**config.mk**
```make
export PLATFORM = sky130hd
export DESIGN_NAME = arpc_ctrl
export DESIGN_NICKNAME = d
export VERILOG_FILES = /design/src/sv/arpc_pkg.sv /design/src/sv/arpc_ctrl.sv
export SDC_FILE = /design/constraint.sdc
export NUM_CORES = 1
export LEC_CHECK = 0
export ABC_CLOCK_PERIOD_IN_PS = 1300
export BUFFER_PORTS_ARGS = -buffer_cell sky130_fd_sc_hd__buf_2
export CAP_MARGIN = 15
export CORE_AREA = 2 2 39 41
export CTS_BUF_LIST = sky130_fd_sc_hd__clkbuf_8
export DETAILED_ROUTE_END_ITERATION = 6
export DIE_AREA = 0 0 41 43
export GPL_TIMING_DRIVEN = 0
export PLACE_DENSITY = 0.8
export SYNTH_ARGS = -nofsm -noshare
export SYNTH_HDL_FRONTEND = slang
export SYNTH_SLANG_ARGS = --single-unit
```
**constraint.sdc**
```tcl
create_clock -name clk -period 1.3 [get_ports clk]
set_input_delay 0.065 -clock clk [delete_from_list [all_inputs] [get_ports clk]]
set_output_delay 0.065 -clock clk [all_outputs]
set_load 0.01 [all_outputs]
```
**src/sv/arpc_pkg.sv**
```systemverilog
package arpc_pkg;

  localparam int CacheEntriesDef = 128;
  localparam int PendingSlotsDef = 16;

  localparam logic [11:0] TimeoutRst  = 12'd15;
  localparam logic [3:0]  MaxSendsRst = 4'd5;
  localparam logic [7:0]  GapRst      = 8'd1;

  typedef enum logic [1:0] {
    CMD_LOOKUP = 2'd0,
    CMD_QUEUE  = 2'd1,
    CMD_INSERT = 2'd2,
    CMD_TICK   = 2'd3
  } cmd_t;

  typedef enum logic [2:0] {
    KIND_LOOKUP  = 3'd0,
    KIND_QUEUED  = 3'd1,
    KIND_INSERT  = 3'd2,
    KIND_SEND    = 3'd3,
    KIND_GIVEUP  = 3'd4,
    KIND_TICK    = 3'd5
  } kind_t;

  localparam logic [1:0] REG_TIMEOUT = 2'd0;
  localparam logic [1:0] REG_SENDS   = 2'd1;
  localparam logic [1:0] REG_GAP     = 2'd2;

  typedef enum logic [3:0] {
    ST_IDLE,
    ST_CSCAN,    // walk cache entries
    ST_PSCAN,    // walk pending slots
    ST_EMIT,     // present final result
    ST_TCACHE,   // tick: age cache
    ST_TPEND,    // tick: visit pending slot
    ST_TOUT      // tick: present send/give-up
  } state_t;

  // controller -> datapath
  typedef struct packed {
    logic start;     // latch input item, clear scan
    logic cstep;     // advance cache index
    logic pstep;     // advance pending index
    logic q_commit;  // commit queue write
    logic i_commit;  // commit insert
    logic tick_inc;  // bump seconds
    logic age_step;  // age one cache entry
    logic tp_act;    // act on current pending slot
    logic ld_final;  // load final result
    logic ld_tick;   // load per-slot tick result
    logic out_take;  // result consumed
  } dp_cmd_t;

  // datapath -> controller
  typedef struct packed {
    logic [1:0] cmd;      // latched command
    logic [1:0] in_cmd;   // command on the input port
    logic       c_end;
    logic       p_end;
    logic       slot_due;
  } dp_sts_t;

endpackage

```
**src/sv/arpc_ctrl.sv**
```systemverilog
module arpc_ctrl
  import arpc_pkg::*;
(
  input  logic    clk,
  input  logic    rst,
  input  logic    in_fire,
  input  logic    out_fire,
  input  dp_sts_t sts,
  output logic    in_ready,
  output logic    out_valid,
  output dp_cmd_t cmd
);

  state_t state, state_next;

  always_ff @(posedge clk) begin
    if (rst) state <= ST_IDLE;
    else     state <= state_next;
  end

  always_comb begin
    state_next = state;
    unique case (state)
      ST_IDLE: if (in_fire) begin
        unique case (cmd_t'(sts.in_cmd))
          CMD_LOOKUP: state_next = ST_CSCAN;
          CMD_QUEUE:  state_next = ST_PSCAN;
          CMD_INSERT: state_next = ST_PSCAN;
          CMD_TICK:   state_next = ST_TCACHE;
        endcase
      end
      ST_PSCAN: if (sts.p_end)
        state_next = (cmd_t'(sts.cmd) == CMD_INSERT) ? ST_CSCAN : ST_EMIT;
      ST_CSCAN:  if (sts.c_end) state_next = ST_EMIT;
      ST_EMIT:   if (out_fire) state_next = ST_IDLE;
      ST_TCACHE: if (sts.c_end) state_next = ST_TPEND;
      ST_TPEND: begin
        if (sts.slot_due)   state_next = ST_TOUT;
        else if (sts.p_end) state_next = ST_EMIT;
      end
      ST_TOUT: if (out_fire) state_next = sts.p_end ? ST_EMIT : ST_TPEND;
      default: state_next = ST_IDLE;
    endcase
  end

  assign in_ready  = (state == ST_IDLE);
  assign out_valid = (state == ST_EMIT) || (state == ST_TOUT);

  always_comb begin
    cmd = '0;
    unique case (state)
      ST_IDLE: begin
        cmd.start = in_fire;
        cmd.tick_inc = in_fire && (cmd_t'(sts.in_cmd) == CMD_TICK);
      end
      ST_PSCAN: begin
        cmd.pstep = 1'b1;
        if (sts.p_end) begin
          cmd.q_commit = (cmd_t'(sts.cmd) == CMD_QUEUE);
          cmd.ld_final = (cmd_t'(sts.cmd) == CMD_QUEUE);
        end
      end
      ST_CSCAN: begin
        cmd.cstep = 1'b1;
        if (sts.c_end) begin
          cmd.i_commit = (cmd_t'(sts.cmd) == CMD_INSERT);
          cmd.ld_final = 1'b1;
        end
      end
      ST_TCACHE: cmd.age_step = 1'b1;
      ST_TPEND: begin
        cmd.ld_tick = sts.slot_due;
        cmd.tp_act  = sts.slot_due;
        cmd.pstep   = !sts.slot_due;
        cmd.ld_final = !sts.slot_due && sts.p_end;
      end
      ST_EMIT: begin
        cmd.out_take = out_fire;
      end
      ST_TOUT: begin
        cmd.out_take = out_fire;
        cmd.pstep    = out_fire;
        cmd.ld_final = out_fire && sts.p_end;
      end
      default: ;
    endcase
  end

`ifndef ASSERT_OFF
  a_no_accept_busy: assert property (@(posedge clk) disable iff (rst)
    state != ST_IDLE |-> !in_ready) else $error("accept while busy");
  a_emit_idle: assert property (@(posedge clk) disable iff (rst)
    state == ST_EMIT && out_fire |=> state == ST_IDLE) else $error("emit exit");
  a_hold: assert property (@(posedge clk) disable iff (rst)
    out_valid && !out_fire |=> out_valid) else $error("result dropped");
`endif

endmodule

```
==> results by group <==
Logic synthesis
  • Mean Syn Cell Area: 7.984 sq um
  • EDFF count, synth: 0
  • Async set-reset flop share out of synthesis: 0%
  • Register bit count reported by yosys: 3
  • Yosys warning total: 0
  • Post-Syn Nets: 76
  • Post-Syn Area: 503.0 sq um
  • Cells after synthesis: 63
  • Unique masters post-synth: 34
  • Sequential element share of the synthesized area: 11.94%
  • Post-synth top flop: dfxtp_1

Timing
  • Max Slew Vio Count: 0
  • Final Hold Fails: 0
  • Fin crit share: 105.5%
  • Worst-margin pin slew: 0.3335 ns
  • Post-route setup slack: -0.07158 ns
  • Tmin final: 1.372 ns
  • Setup Viol. Count Final: 7
  • RSZ-0062 raised after global routing: yes
  • Setup Skew: 0.002940 ns
  • Headroom to the max-slew limit: 77.58%
  • Setup Total Neg Slack: -0.2869 ns
  • Fmax: 0.7291 GHz

Setup path
  • Top delay family on crit path: compound AO/OA/AOI/OAI gates
  • CP required: 1.40 ns
  • Worst path cell trace: buf_6, and4bb_4, o21bai_4, nand2_1, o41ai_2
  • Kind of critical path: register to register
  • Worst path bufs/invs: 1
  • CP Capture Type: register
  • Slowest cell on crit path: dfxtp_1
  • Worst path max stage delay: 0.31 ns
  • CP Max Fanout: 9
  • Worst Path Arrival: 1.47 ns
  • CP startpoint kind: register

Global route
  • Number of global-route vias before repair: 552
  • GRT Residual Overflow: 0
  • First-pass GRT wire length: 2.318 mm
  • Largest net degree at the start of global routing: 11
  • Global-route usage over all layers: 18.46%
  • Initial antenna violation count: 0

Routing
  • DRC: 0
  • Antenna viol nets, final: 0
  • Final wirelength: 1.649 mm
  • Drt first pass iters: 4
  • Total number of vias: 642
  • Wire length per cell: 14.46 um
  • Initial DRC Count: 18
  • Routed vias/inst: 5.632

Floorplan
  • Die Ht: 43 um
  • Total core area: 1384 sq um
  • DIE AREA: 1763 sq um
  • Site row count: 14
  • Initial Utilization: 36.35%
  • Die width: 41 um
  • # IOs: 24

Clocking
  • Skew-Pair Late Insertion Delay: 0.21 ns
  • CTS tree: done
  • Clk slew on worst S/H paths: 0.03 ns
  • Clock Path Buffers: 2
  • Cts bufs inserted: 3
  • # H-tree levels: 1
  • Num Clock Sinks: 3
  • Root Driver: clkbuf_8

Hold path
  • Hold crit path type: primary input to register

Run status
  • Violated checks: negative setup slack
  • Outcome: complete, but fails checks

Place
  • Inst Count DP: 102
  • Port Buf Inserts: 23
  • Pre-CTS setup slack: -0.1025 ns
  • Placer Congestion: 0.8327
  • HPWL Detailed: 1.022 mm

Power and ir drop
  • Worst VDD drop: 0.9796 mV
  • Final Total Pwr: 1856 uW
  • Leakage power figure: 0.0004119 uW
  • Power density over the cells: 2043 nW/um^2

Cells and area
  • Final cell count without fillers: 114
  • Layout area overhead: 80.60%
  • Largest register FFs: 3
  • Layout fillers: 111
  • Final net count: 112
  • Share of layout cells above drive strength 1: 63.27%
  • Biggest regs: state (3)
  • Most flops, register: state
  • # diodes: 0

Run
  • Total of max-cap violations: 0
[synthesized netlist by cell type (all sizes together) (2+ instances only)]
| cell type | number | area share (%) |
|---|---|---|
| a311oi | 2 | 3.5 |
| buf | 5 | 8.5 |
| nand2 | 5 | 3.7 |
| nor3 | 3 | 4.0 |
| a31oi | 2 | 2.5 |
| a21oi | 4 | 6.2 |
| nor2 | 7 | 5.2 |
| dfxtp | 3 | 12 |
| and2 | 2 | 2.5 |
| inv | 5 | 3.7 |
| nor4 | 3 | 5.0 |
| nand2b | 2 | 2.5 |
| o22ai | 2 | 2.5 |
| and3 | 3 | 3.7 |
| ha | 2 | 5.0 |
[cells in the final DEF, fill, tap and decap left out, drive strengths merged, types with 2 or more instances in the layout]
cell type | netlist | layout
a21oi | 4 | 4
nand2 | 5 | 5
buf | 5 | 37
a311oi | 2 | 2
and3 | 3 | 3
inv | 5 | 6
nor4 | 3 | 3
nor2 | 7 | 7
dfxtp | 3 | 3
ha | 2 | 2
a31oi | 2 | 2
nor3 | 3 | 3
o22ai | 2 | 2
nand2b | 2 | 2
clkbuf | 1 | 3
and2 | 2 | 2
[logic make-up after synthesis]
| logic type | synth area share, % |
|---|---|
| buffers and inverters | 12.93 |
| multiplexers | 1.990 |
| adder cells (fa/ha/maj) | 4.974 |
| AND/OR/NAND/NOR | 33.58 |
| AO/OA/AOI/OAI | 31.35 |
| XOR/XNOR | 3.235 |
| flip-flops | 11.94 |
[power by group]
| group | leakage, uW | internal [uW] | switching (uW) |
|---|---|---|---|
| Clock | 0.0000269 | 201 | 57.4 |
| Combinational | 0.000359 | 713 | 717 |
| Sequential | 0.0000258 | 138 | 30.6 |
| Total | 0.000412 | 1050 | 805 |
[metal layers]
layer	vias up	track usage [%]	wire, um
li1	306	-	-
met1	303	22.44	643
met2	31	31.25	895
met3	2	4.188	94
met4	0	4.000	14
met5	-	0	0
[final timing paths]
path                               start        to  slack (ns)  cells after the start
worst max-delay path            state[1]  state[0]       -0.07                      5
worst min-delay path                 rst  state[2]        0.07                      2
worst max register to register  state[1]  state[0]       -0.07                      5
worst min register to register  state[0]  state[0]        0.80                      4
[final cells by class]
cell class	count	area, sq um	share of cell area, %
flip-flops and latches	3	65.06	7.163
clock buffers	3	41.29	4.545
well taps	16	20.02	2.204
plain buffers	6	82.58	9.091
multi-input cells	49	466.7	51.38
inverters	5	21.27	2.342
repair buffers	31	207.7	22.86
clock inverters	1	3.754	0.4132
[through the flow]
step / hold slack (ns) / area, sq um / util [%]
finish: 0.06921 / 908.4 / 65.64
global route: 0.07834 / 908.4 / 65.64
CTS: 0.06528 / 779.5 / 56.33
detailed placement: 0.2915 / 643.1 / 46.47
global placement: 0.2918 / 643.1 / 46.47
floorplan: 0.1371 / 508.0 / -
[timing repair]
item / CTS / global route
buffers inserted: 6 / 2
cloned: 0 / 0
resized for setup: 13 / 25
hold buffers: 0 / 0
pin swaps: 4 / 8
setup endpoints to repair: 16 / 13
No activity file was read; power rests on OpenSTA's default activity.
